===== src/sv/assert_macros.svh =====
// Assertion macros shared by the serializer RTL.
`ifndef ASSERT_MACROS_SVH
`define ASSERT_MACROS_SVH

// Assertion on an explicit clock and active-low reset.
`define ASSERT_AT(lbl, clk, rst_n, prop, msg) \
  lbl: assert property (@(posedge clk) disable iff (!(rst_n)) (prop)) else $error(msg);

// Assertion on the block clock clk_i and reset rst_ni.
`define ASSERT_STD(lbl, prop, msg) `ASSERT_AT(lbl, clk_i, rst_ni, prop, msg)

`endif


===== src/sv/tws_pkg.sv =====
// Shared types, constants and the command word builder of the two-wire serializer.
`timescale 1ns / 1ps

package tws_pkg;

  localparam int CMD_W        = 16;
  localparam int FRAME_BITS_DEF = 16;
  localparam int MODE_W       = 2;
  localparam int CFG_IDX_W    = 2;

  // Item modes.
  localparam logic [MODE_W-1:0] MODE_TICK   = 2'd0;
  localparam logic [MODE_W-1:0] MODE_PLAY   = 2'd1;
  localparam logic [MODE_W-1:0] MODE_STOP   = 2'd2;
  localparam logic [MODE_W-1:0] MODE_VOLUME = 2'd3;

  // Configuration register indexes.
  typedef enum logic [CFG_IDX_W-1:0] {
    CFG_START_TICKS = 2'd0,
    CFG_HALF_BIT    = 2'd1,
    CFG_STOP_TICKS  = 2'd2,
    CFG_BUSY_LINE   = 2'd3
  } cfg_idx_e;

  localparam logic [15:0] START_TICKS_RST = 16'd2000;
  localparam logic [15:0] HALF_BIT_RST    = 16'd100;
  localparam logic [15:0] STOP_TICKS_RST  = 16'd2000;

  localparam logic [CMD_W-1:0] PLAY_MAX    = 16'd511;
  localparam logic [CMD_W-1:0] STOP_WORD   = 16'hFFFF;
  localparam logic [CMD_W-1:0] VOLUME_BASE = 16'hFFF0;
  localparam logic [7:0]       VOLUME_MAX  = 8'd7;

  typedef struct packed {
    logic [15:0] start_ticks;
    logic [15:0] half_bit_ticks;
    logic [15:0] stop_ticks;
  } tws_timing_t;

  typedef struct packed {
    logic clk_level;
    logic data_level;
    logic sending;
    logic rejected;
  } tws_status_t;

  // Command word for a play, stop or volume item.
  function automatic logic [CMD_W-1:0] cmd_word(input logic [MODE_W-1:0] mode,
                                                input logic [CMD_W-1:0] value);
    logic [7:0]       vol;
    logic [CMD_W-1:0] word;
    vol  = value[7:0];
    word = STOP_WORD;
    case (mode)
      MODE_PLAY:   word = (value > PLAY_MAX) ? PLAY_MAX : value;
      MODE_VOLUME: word = VOLUME_BASE | CMD_W'((vol > VOLUME_MAX) ? VOLUME_MAX : vol);
      default:     word = STOP_WORD;
    endcase
    return word;
  endfunction

endpackage


===== src/sv/tws_fsm.sv =====
// Frame sequencer: phase, tick counter, shift word and line levels.
`timescale 1ns / 1ps
`include "assert_macros.svh"

module tws_fsm #(
  parameter int FRAME_BITS = tws_pkg::FRAME_BITS_DEF
) (
  input  logic                        clk_i,
  input  logic                        rst_ni,
  input  logic                        accept_i,
  input  logic [tws_pkg::MODE_W-1:0]  mode_i,
  input  logic [tws_pkg::CMD_W-1:0]   value_i,
  input  tws_pkg::tws_timing_t        timing_i,
  output tws_pkg::tws_status_t        status_o
);
  import tws_pkg::*;

  localparam int BITS_W = $clog2(FRAME_BITS + 1);
  localparam int EXT_W  = (FRAME_BITS > CMD_W) ? FRAME_BITS : CMD_W;

  localparam logic [2:0] PH_IDLE  = 3'd0;
  localparam logic [2:0] PH_START = 3'd1;
  localparam logic [2:0] PH_LOW   = 3'd2;
  localparam logic [2:0] PH_HIGH  = 3'd3;
  localparam logic [2:0] PH_STOP  = 3'd4;

  logic [2:0]            phase_q, phase_d;
  logic [15:0]           tick_q, tick_d;
  logic [FRAME_BITS-1:0] shift_q, shift_d;
  logic [BITS_W-1:0]     bits_q, bits_d;
  logic                  clk_lvl_q, clk_lvl_d;
  logic                  data_lvl_q, data_lvl_d;
  logic                  rejected;
  logic [15:0]           tick_inc;
  logic [15:0]           limit;
  logic                  done;
  logic [BITS_W-1:0]     bits_inc;
  logic [EXT_W-1:0]      word_ext;

  assign tick_inc = (tick_q == 16'hFFFF) ? tick_q : tick_q + 16'd1;
  assign bits_inc = bits_q + BITS_W'(1);
  assign word_ext = EXT_W'(cmd_word(mode_i, value_i));

  always_comb begin
    case (phase_q)
      PH_START: limit = timing_i.start_ticks;
      PH_STOP:  limit = timing_i.stop_ticks;
      default:  limit = timing_i.half_bit_ticks;
    endcase
  end

  // A zero limit behaves as one tick since the incremented count is never below it.
  assign done = (tick_inc >= limit);

  always_comb begin
    phase_d    = phase_q;
    tick_d     = tick_q;
    shift_d    = shift_q;
    bits_d     = bits_q;
    clk_lvl_d  = clk_lvl_q;
    data_lvl_d = data_lvl_q;
    rejected   = 1'b0;
    if (accept_i) begin
      if (mode_i == MODE_TICK) begin
        if (phase_q != PH_IDLE) begin
          tick_d = done ? 16'd0 : tick_inc;
        end
        unique case (phase_q)
          PH_START: begin
            if (done) begin
              phase_d   = PH_LOW;
              clk_lvl_d = 1'b0;
            end
          end
          PH_LOW: begin
            if (done) begin
              data_lvl_d = shift_q[FRAME_BITS-1];
              clk_lvl_d  = 1'b1;
              phase_d    = PH_HIGH;
            end
          end
          PH_HIGH: begin
            if (done) begin
              shift_d = shift_q << 1;
              bits_d  = bits_inc;
              if (bits_inc == BITS_W'(FRAME_BITS)) begin
                phase_d = PH_STOP;
              end else begin
                phase_d   = PH_LOW;
                clk_lvl_d = 1'b0;
              end
            end
          end
          PH_STOP: begin
            if (done) begin
              phase_d = PH_IDLE;
            end
          end
          default: ;
        endcase
      end else if (phase_q != PH_IDLE) begin
        rejected = 1'b1;
      end else begin
        shift_d   = word_ext[FRAME_BITS-1:0];
        bits_d    = '0;
        tick_d    = '0;
        clk_lvl_d = 1'b0;
        phase_d   = PH_START;
      end
    end
  end

  always_ff @(posedge clk_i or negedge rst_ni) begin
    if (!rst_ni) begin
      phase_q    <= PH_IDLE;
      tick_q     <= '0;
      shift_q    <= '0;
      bits_q     <= '0;
      clk_lvl_q  <= 1'b1;
      data_lvl_q <= 1'b0;
    end else begin
      phase_q    <= phase_d;
      tick_q     <= tick_d;
      shift_q    <= shift_d;
      bits_q     <= bits_d;
      clk_lvl_q  <= clk_lvl_d;
      data_lvl_q <= data_lvl_d;
    end
  end

  assign status_o.clk_level  = clk_lvl_d;
  assign status_o.data_level = data_lvl_d;
  assign status_o.sending    = (phase_d != PH_IDLE);
  assign status_o.rejected   = rejected;

  `ASSERT_STD(a_clk_low_phases, (phase_q == PH_START || phase_q == PH_LOW) |-> !clk_lvl_q, "clock must be low in start and low half")
  `ASSERT_STD(a_clk_high_phases, (phase_q == PH_IDLE || phase_q == PH_HIGH || phase_q == PH_STOP) |-> clk_lvl_q, "clock must be high when idle, in high half and stop")
  `ASSERT_STD(a_reject_holds_word, (accept_i && mode_i != MODE_TICK && phase_q != PH_IDLE) |=> $stable(shift_q), "rejected command altered the frame")

endmodule


===== src/sv/two_wire_command_serializer_top.sv =====
// Top level of the two-wire command serializer: config registers, sequencer and result register.
`timescale 1ns / 1ps
`include "assert_macros.svh"

// Two-wire command serializer. Each input beat is either a time tick (mode 0) or a command
// (play, stop, volume); every accepted beat yields exactly one result beat carrying the clock
// and data line levels after that beat, a sending flag, a rejected flag for commands that
// arrived mid-frame, and the busy pin level when a busy line is fitted. A command taken while
// idle starts a frame: clock low for start_ticks ticks, then FRAME_BITS bits MSB first (clock
// low for half_bit_ticks, data set and clock high for half_bit_ticks), then clock high for
// stop_ticks ticks. Only tick beats advance time; a duration register of zero counts as one.
// One beat per clock cycle is taken while in_stall_o is low; the sequencer state and result
// register both update at the edge accepting a beat, so the result is valid the cycle after.
// The single result register is the only buffering; in_stall_o rises only while a result is
// held there and downstream stalls. The user must write configuration through cfg_we_i,
// cfg_index_i and cfg_data_i while the block is quiet, which the block leaves unchecked; no clearing pass after reset.
module two_wire_command_serializer_top #(
  parameter int FRAME_BITS = tws_pkg::FRAME_BITS_DEF
) (
  input  logic                          clk_i,
  input  logic                          rst_ni,
  // Configuration write port.
  input  logic                          cfg_we_i,
  input  logic [tws_pkg::CFG_IDX_W-1:0] cfg_index_i,
  input  logic [15:0]                   cfg_data_i,
  // Input channel.
  input  logic                          in_valid_i,
  output logic                          in_stall_o,
  input  logic [tws_pkg::MODE_W-1:0]    mode_i,
  input  logic [tws_pkg::CMD_W-1:0]     value_i,
  input  logic                          busy_pin_i,
  // Output channel.
  output logic                          out_valid_o,
  input  logic                          out_stall_i,
  output logic                          clk_out_o,
  output logic                          data_out_o,
  output logic                          sending_o,
  output logic                          rejected_o,
  output logic                          module_busy_o
);
  import tws_pkg::*;

  tws_timing_t timing_q;
  logic        busy_present_q;
  logic        in_accept;
  tws_status_t status_next;
  logic        out_valid_q;
  tws_status_t status_q;
  logic        module_busy_q;

  // Configuration registers; each of the four indexes selects one register.
  always_ff @(posedge clk_i or negedge rst_ni) begin
    if (!rst_ni) begin
      timing_q.start_ticks    <= START_TICKS_RST;
      timing_q.half_bit_ticks <= HALF_BIT_RST;
      timing_q.stop_ticks     <= STOP_TICKS_RST;
      busy_present_q          <= 1'b0;
    end else if (cfg_we_i) begin
      unique case (cfg_idx_e'(cfg_index_i))
        CFG_START_TICKS: timing_q.start_ticks    <= cfg_data_i;
        CFG_HALF_BIT:    timing_q.half_bit_ticks <= cfg_data_i;
        CFG_STOP_TICKS:  timing_q.stop_ticks     <= cfg_data_i;
        CFG_BUSY_LINE:   busy_present_q          <= cfg_data_i[0];
        default: ;
      endcase
    end
  end

  // The input is held off only while a finished result is waiting and downstream stalls.
  assign in_stall_o = out_valid_q && out_stall_i;
  assign in_accept  = in_valid_i && !in_stall_o;

  tws_fsm #(
    .FRAME_BITS (FRAME_BITS)
  ) u_fsm (
    .clk_i    (clk_i),
    .rst_ni   (rst_ni),
    .accept_i (in_accept),
    .mode_i   (mode_i),
    .value_i  (value_i),
    .timing_i (timing_q),
    .status_o (status_next)
  );

  // Result register: valid is control state, the payload needs no reset.
  always_ff @(posedge clk_i or negedge rst_ni) begin
    if (!rst_ni) begin
      out_valid_q <= 1'b0;
    end else if (in_accept) begin
      out_valid_q <= 1'b1;
    end else if (!out_stall_i) begin
      out_valid_q <= 1'b0;
    end
  end

  always_ff @(posedge clk_i) begin
    if (in_accept) begin
      status_q      <= status_next;
      module_busy_q <= busy_present_q & busy_pin_i;
    end
  end

  assign out_valid_o   = out_valid_q;
  assign clk_out_o     = status_q.clk_level;
  assign data_out_o    = status_q.data_level;
  assign sending_o     = status_q.sending;
  assign rejected_o    = status_q.rejected;
  assign module_busy_o = module_busy_q;

  `ASSERT_STD(a_accept_gives_result, in_accept |=> out_valid_o, "accepted beat produced no result")
  `ASSERT_STD(a_reject_while_sending, (out_valid_o && rejected_o) |-> sending_o, "reject reported outside a frame")
  `ASSERT_STD(a_idle_clock_high, (out_valid_o && !sending_o) |-> clk_out_o, "clock line low while idle")

endmodule


===== config.mk =====
export PLATFORM = sky130hd
export DESIGN_NAME = two_wire_command_serializer_top
export DESIGN_NICKNAME = d
export VERILOG_FILES = /design/src/sv/tws_pkg.sv /design/src/sv/tws_fsm.sv /design/src/sv/two_wire_command_serializer_top.sv
export VERILOG_INCLUDE_DIRS = /design/src /design/src/sv
export SDC_FILE = /design/constraint.sdc
export NUM_CORES = 1
export LEC_CHECK = 0
export ABC_AREA = 0
export BUFFER_PORTS_ARGS = -buffer_cell sky130_fd_sc_hd__clkbuf_2
export CELL_PAD_IN_SITES_DETAIL_PLACEMENT = 1
export CELL_PAD_IN_SITES_GLOBAL_PLACEMENT = 1
export CORE_MARGIN = 8
export CORE_UTILIZATION = 47
export DETAILED_ROUTE_END_ITERATION = 8
export MAX_ROUTING_LAYER = met4
export PLACE_DENSITY_LB_ADDON = 0.1
export SYNTH_ARGS = -nofsm -noshare
export SYNTH_HDL_FRONTEND = slang
export SYNTH_SLANG_ARGS = --single-unit

===== constraint.sdc =====
create_clock -name clk_i -period 3.95 [get_ports clk_i]
set_input_delay 0.395 -clock clk_i [delete_from_list [all_inputs] [get_ports clk_i]]
set_output_delay 0.395 -clock clk_i [all_outputs]
set_load 0.02 [all_outputs]

# Word level (Yosys, flattened, before mapping)
# Index checks and enable logic that the tools add are counted.
[word_totals]
reg_bits = 97
in_bits = 42
wordCells = 92
[op_classes]
add_sub_neg = 2
n_lt_le_gt_ge = 3
eq_ne = 16
mux = 41
n_bitwise = 1
n_reduce_logical = 13
[op_table]
columns = ["cell", "n"]
rows = [
  ["$mux 16", 10],
  ["$pmux 16 s2", 2],
  ["$mux 3", 8],
  ["$mux 5", 4],
  ["$add 16x1->16 const B", 1],
  ["$eq 16x16->1 const B", 1],
  ["$ge 16x16->1", 1],
  ["$gt 16x9->1 const B", 1],
  ["$mux 1", 14],
  ["$pmux 3 s4", 1],
  ["$gt 8x3->1 const B", 1],
  ["$reduce_and 2->1", 4],
  ["$eq 2x2->1 const B", 3],
  ["$eq 3x2->1 const B", 2],
  ["$ne 2x1->1 const B", 3],
  ["$reduce_bool 3->1", 2],
  ["$add 5x1->5 const B", 1],
  ["$eq 5x5->1 const B", 1],
  ["$eq 2x1->1 const B", 2],
  ["$logic_not 2->1", 2],
  ["$mux 4", 1],
  ["$ne 2x2->1 const B", 2],
  ["$reduce_and 4->1", 1],
  ["$eq 3x1->1 const B", 1],
  ["6 further kinds", 7],
]

# Longest topological paths before layout
[logic_depth]
word_depth = 8
ltp_mapped = 15
depth_no_buf = 14

# Hierarchy
# Synthesis repeated with hierarchy kept, for this count alone.
[hier_totals]
hier_cells = 502
area_unflattened_um2 = 5290.1
[modules_own_cells]
columns = ["module", "instances", "cells_per_inst", "area_per_inst_um2"]
rows = [
  ["tws_fsm", 1, 387, 3214.3],
  ["two_wire_command_serializer_top", 1, 115, 2075.7],
]

# Worst setup path before layout
# No wires, ideal clock.
[synth_path]
path_kind = "flip-flop to flip-flop"
from = "reg u_fsm.phase_q[1]"
to = "reg status_q, in the netlist data_out_o, data pin"
t_arrival_ns = 3.009
required_ns = 3.687
path_slack_ns = 0.679
path_stages_with_launch = 14
n_path_buf = 1
period_less_slack_ns = 3.271
cell_sequence = "dfrtp_1 clkinv_1 nand2_1 clkbuf_1 o22ai_1 o21ai_0 o21ai_0 ha_1 a211oi_1 nor2_1 nor4_4 nand2_4 nand3_1 mux2_2"
[synth_lines]
columns = ["item", "line", "rtl"]
rows = [
  ["start, declared", "tws_fsm.sv:27", "logic [2:0] phase_q, phase_d;"],
  ["start signal, assigned", "tws_fsm.sv:122", "phase_q <= phase_d;"],
  ["end signal, assigned", "two_wire_command_serializer_top.sv:98", "status_q <= status_next;"],
  ["end, declared", "two_wire_command_serializer_top.sv:48", "tws_status_t status_q;"],
]

# Final worst setup path
[layout_path]
from = "reg u_fsm.tick_q[4]"
to = "reg u_fsm.shift_q[3]"
[layout_via]
elab_chain_cells = 5
word_cells_on_any_way = 6
[layout_rtl]
columns = ["item", "line", "rtl"]
rows = [
  ["start, declared", "tws_fsm.sv:28", "logic [15:0] tick_q, tick_d;"],
  ["start signal, assigned", "tws_fsm.sv:123", "tick_q <= tick_d;"],
  ["$add 16x1->16 / $eq 16x16->1 (equally long branches)", "tws_fsm.sv:40", "assign tick_inc = (tick_q == 16'hFFFF) ? tick_q : tick_q + 16'd1;"],
  ["$mux 16 *", "tws_fsm.sv:40", ""],
  ["$ge 16x16->1 *", "tws_fsm.sv:53", "assign done = (tick_inc >= limit);"],
  ["$ne 2x1->1 (no line) *", "-", ""],
  ["$reduce_and 4->1 (no line) *", "-", ""],
  ["end signal, assigned", "tws_fsm.sv:124", "shift_q <= shift_d;"],
  ["end, declared", "tws_fsm.sv:29", "logic [FRAME_BITS-1:0] shift_q, shift_d;"],
]
# Mark *: on every way between the ends. The rest lies on a longest branch, timed or not.
# A chain may end at the register's enable or synchronous reset.

==> results_dict.tcl <==
set metrics [dict create \
    worstPathRequired_ps 4190 \
    place_inst 676 \
    crit_path_max_fanout 16 \
    async_reset_ff_share_pct 94.85 \
    overflow 0 \
    drc 0 \
    grt_pass1_vias 4727 \
    drt_iter0_drc 259 \
    syn-num-nets 559 \
    period_minus_slack_ps 3705 \
    grt_start_max_net_pins 58 \
    crit_type "reg -> reg" \
    synth_area_leaders "dfrtp_1, mux2_2, dfstp_2" \
    ioPinCount 49 \
    path_cells "nand4_2 -> nor2_1 -> a31oi_1 -> and4_1 -> xor2_1 -> ha_1 -> nand3_1 -> a311oi_1 -> a31oi_4 -> a21bo_2 -> nand2_4 -> mux2_1" \
    fillers 1235 \
    cts_buffers 9 \
    grt_pass1_wl_mm 23.95 \
    cts_root_buf "clkbuf_16" \
    fp-row-count 39 \
    first_pass_iters 4 \
    timing.final.crit_share_pct 93.81 \
    dr_total_vias 4266 \
    synth_edf_count 5 \
    worst-path-buf-inv 0 \
    syn_area_um2 5349 \
    cts_hold_buf 0 \
    initial_utilization_pct 47.45 \
    yosysUniqueCellTypes 65 \
    worst_hold_path_type "in -> async" \
    multi_input_area_um2 2764 \
    post_drt_wl_per_cell_um 20.65 \
    drive_gt1_share_pct 29.27 \
    clock_tree.buffer_depth 2 \
    cp-start-kind "flop" \
    arrival_ps 3940 \
    syn_to_final_growth_pct 13.03 \
    die_y_um 122.7 \
    relSlewSlack_pct 35.23 \
    htreeDepth 3 \
    final_common_cell "dfrtp_1" \
    setup-violations-final 0 \
    critPathMaxStageDelay_ps 480 \
    drv_slew 0 \
    outcome "finished clean" \
    irDropWorstVdd_mv 0.2424 \
    cellPowerDensity_nw_per_um2 507.7 \
    cpMaxStageDelayCell "dfrtp_1" \
    ant_nets 0 \
    crit_family "simple AND/OR/NAND/NOR gates" \
    vias_per_cell 6.156 \
    cp-end-kind "flop" \
    synth_area_per_cell_um2 10.72 \
    hpwl_mm 9.928 \
    utilization_pct 53.64 \
    max-cap-violations 0 \
    die_w_um 122.7 \
    clock_latency_ps 360 \
    synth_top_cell_by_area "dfrtp_1" \
    die_area_um2 15050 \
    synthFlopType "dfrtp_1" \
    max_freq_ghz 0.2699 \
    core_area_um2 11270 \
    yosys_register_bits 97 \
    nNetsFinal 605 \
    synthCells 499 \
    routabilityCongestion 0.7928 \
    fin_cells 693 \
    final_cell_mix "dfrtp_1, mux2_2, clkbuf_2, o21ai_0, o22ai_1" \
    antenna_found_initial 0 \
    port_buffers 48 \
    skew_ps 8.522 \
    synth_top_area_share_pct 35.56 \
    drt_wl_total_mm 14.31 \
    regArea_um2 2472 \
    finalHoldViolCount 0 \
    cts_tree "yes" \
    yosysWarnings 0 \
    path_clk_slew_ps 70 \
    power.leakage_uw 0.002535 \
    cts_sinks 97 \
    worstMarginPinSlew_ps 968.6 \
    track_usage_pct 20.72 \
    seq_area_frac_synth_pct 46.22 \
    diodes 0 \
]
==> sequential cells by signal, summed over array words and instances, names as in the netlist <==
name	flops
busy_present_q	1
clk_out_o	1
data_out_o	1
module_busy_o	1
out_valid_o	1
rejected_o	1
sending_o	1
timing_q	48
u_fsm.bits_q	5
u_fsm.clk_lvl_q	1
u_fsm.data_lvl_q	1
u_fsm.phase_q	3
u_fsm.shift_q	16
u_fsm.tick_q	16
==> worst reg2reg max path, delay by kind of cell (launching register included) <==
kind                     cells  cell delay [ps]
AND/OR/NAND/NOR              5             1150
adder cells (fa/ha/maj)      1              340
multiplexers                 1              350
XOR/XNOR                     1              170
AO/OA/AOI/OAI                4             1120
flip-flops                   1              480
==> worst paths after layout <==
kind                       cells after the start                         from                      endpoint  slack [ps]
hold reg to reg                                1      timing_q[5]$_DFFE_PN0P_       timing_q[5]$_DFFE_PN0P_         510
min in group clk_i                             2                   in_valid_i       out_valid_o$_DFFE_PN0P_         260
max in group asynchronous                      2                       rst_ni       timing_q[6]$_DFFE_PN1P_        2880
setup / recovery                              12  u_fsm.tick_q[4]$_DFFE_PN0P_  u_fsm.shift_q[3]$_DFFE_PN0P_         240
hold / removal                                 1                       rst_ni   u_fsm.tick_q[9]$_DFFE_PN0P_         100
setup reg to reg                              12  u_fsm.tick_q[4]$_DFFE_PN0P_  u_fsm.shift_q[3]$_DFFE_PN0P_         240
==> cells in the mapped netlist (all sizes together) (6+ instances only) <==
master   count
nand2       23
mux2        54
a21o         8
nor2        24
o21ai       44
clkbuf      14
buf         10
nand2b      14
xnor2        6
nor3        14
a2bb2oi      8
nor3b        6
ha          18
nor4         6
o221ai      16
dfstp       16
dfrtp       76
nand3       21
o22ai       27
a21oi       19
a31oi        7
==> routing by layer <==
layer	routed length, um	vias up	GRT usage, %
met2	7253	72	34.86
met5	0	-	-
met4	245	0	7.235
met3	378	23	3.680
li1	-	1996	-
met1	6432	2175	24.46
==> through the flow <==
stage | hold slack (ps) | instance area (um^2) | setup WS [ps] | TNS [ps] | total power (uW)
floorplan | 99.41 | 5349 | 678.5 | 0 | 1972
global route | 169.8 | 6046 | -5.954 | -5.954 | 3267
detailed placement | 495.3 | 5757 | 235.9 | 0 | 2262
finish | 101.1 | 6046 | 244.6 | 0 | 3070
CTS | 130.3 | 6023 | 152.0 | 0 | 3099
global placement | 475.3 | 5757 | 363.0 | 0 | 2192
==> final cells by class <==
class | count | share of cell area, %
clock buffers | 12 | 3.911
multi-input cells | 371 | 45.72
flip-flops and latches | 97 | 40.89
well taps | 143 | 2.959
repair buffers | 59 | 5.588
clock inverters | 4 | 0.4967
inverters | 7 | 0.4346
==> cells by family (layout without fill, tap and decap cells) <==
family	Yosys count	in the layout	synth area share (%)
multiplexers	55	55	11.56
XOR/XNOR	10	10	1.637
AND/OR/NAND/NOR	135	135	14.81
buffers and inverters	31	82	2.386
adder cells (fa/ha/maj)	18	18	4.211
AO/OA/AOI/OAI	153	153	19.18
flip-flops	97	97	46.22
==> timing repair <==
item,in CTS,in global routing
setup endpoints to repair,0,26
resized for setup,0,3
buffers inserted,0,1
==> power breakdown <==
group / internal (uW) / switching (uW) / leakage [uW] / total [uW]
registers: 1220 / 196 / 0.00117 / 1420
logic: 397 / 436 / 0.00124 / 833
clock network: 430 / 385 / 0.000127 / 816
(Power assumes the default switching activity.)
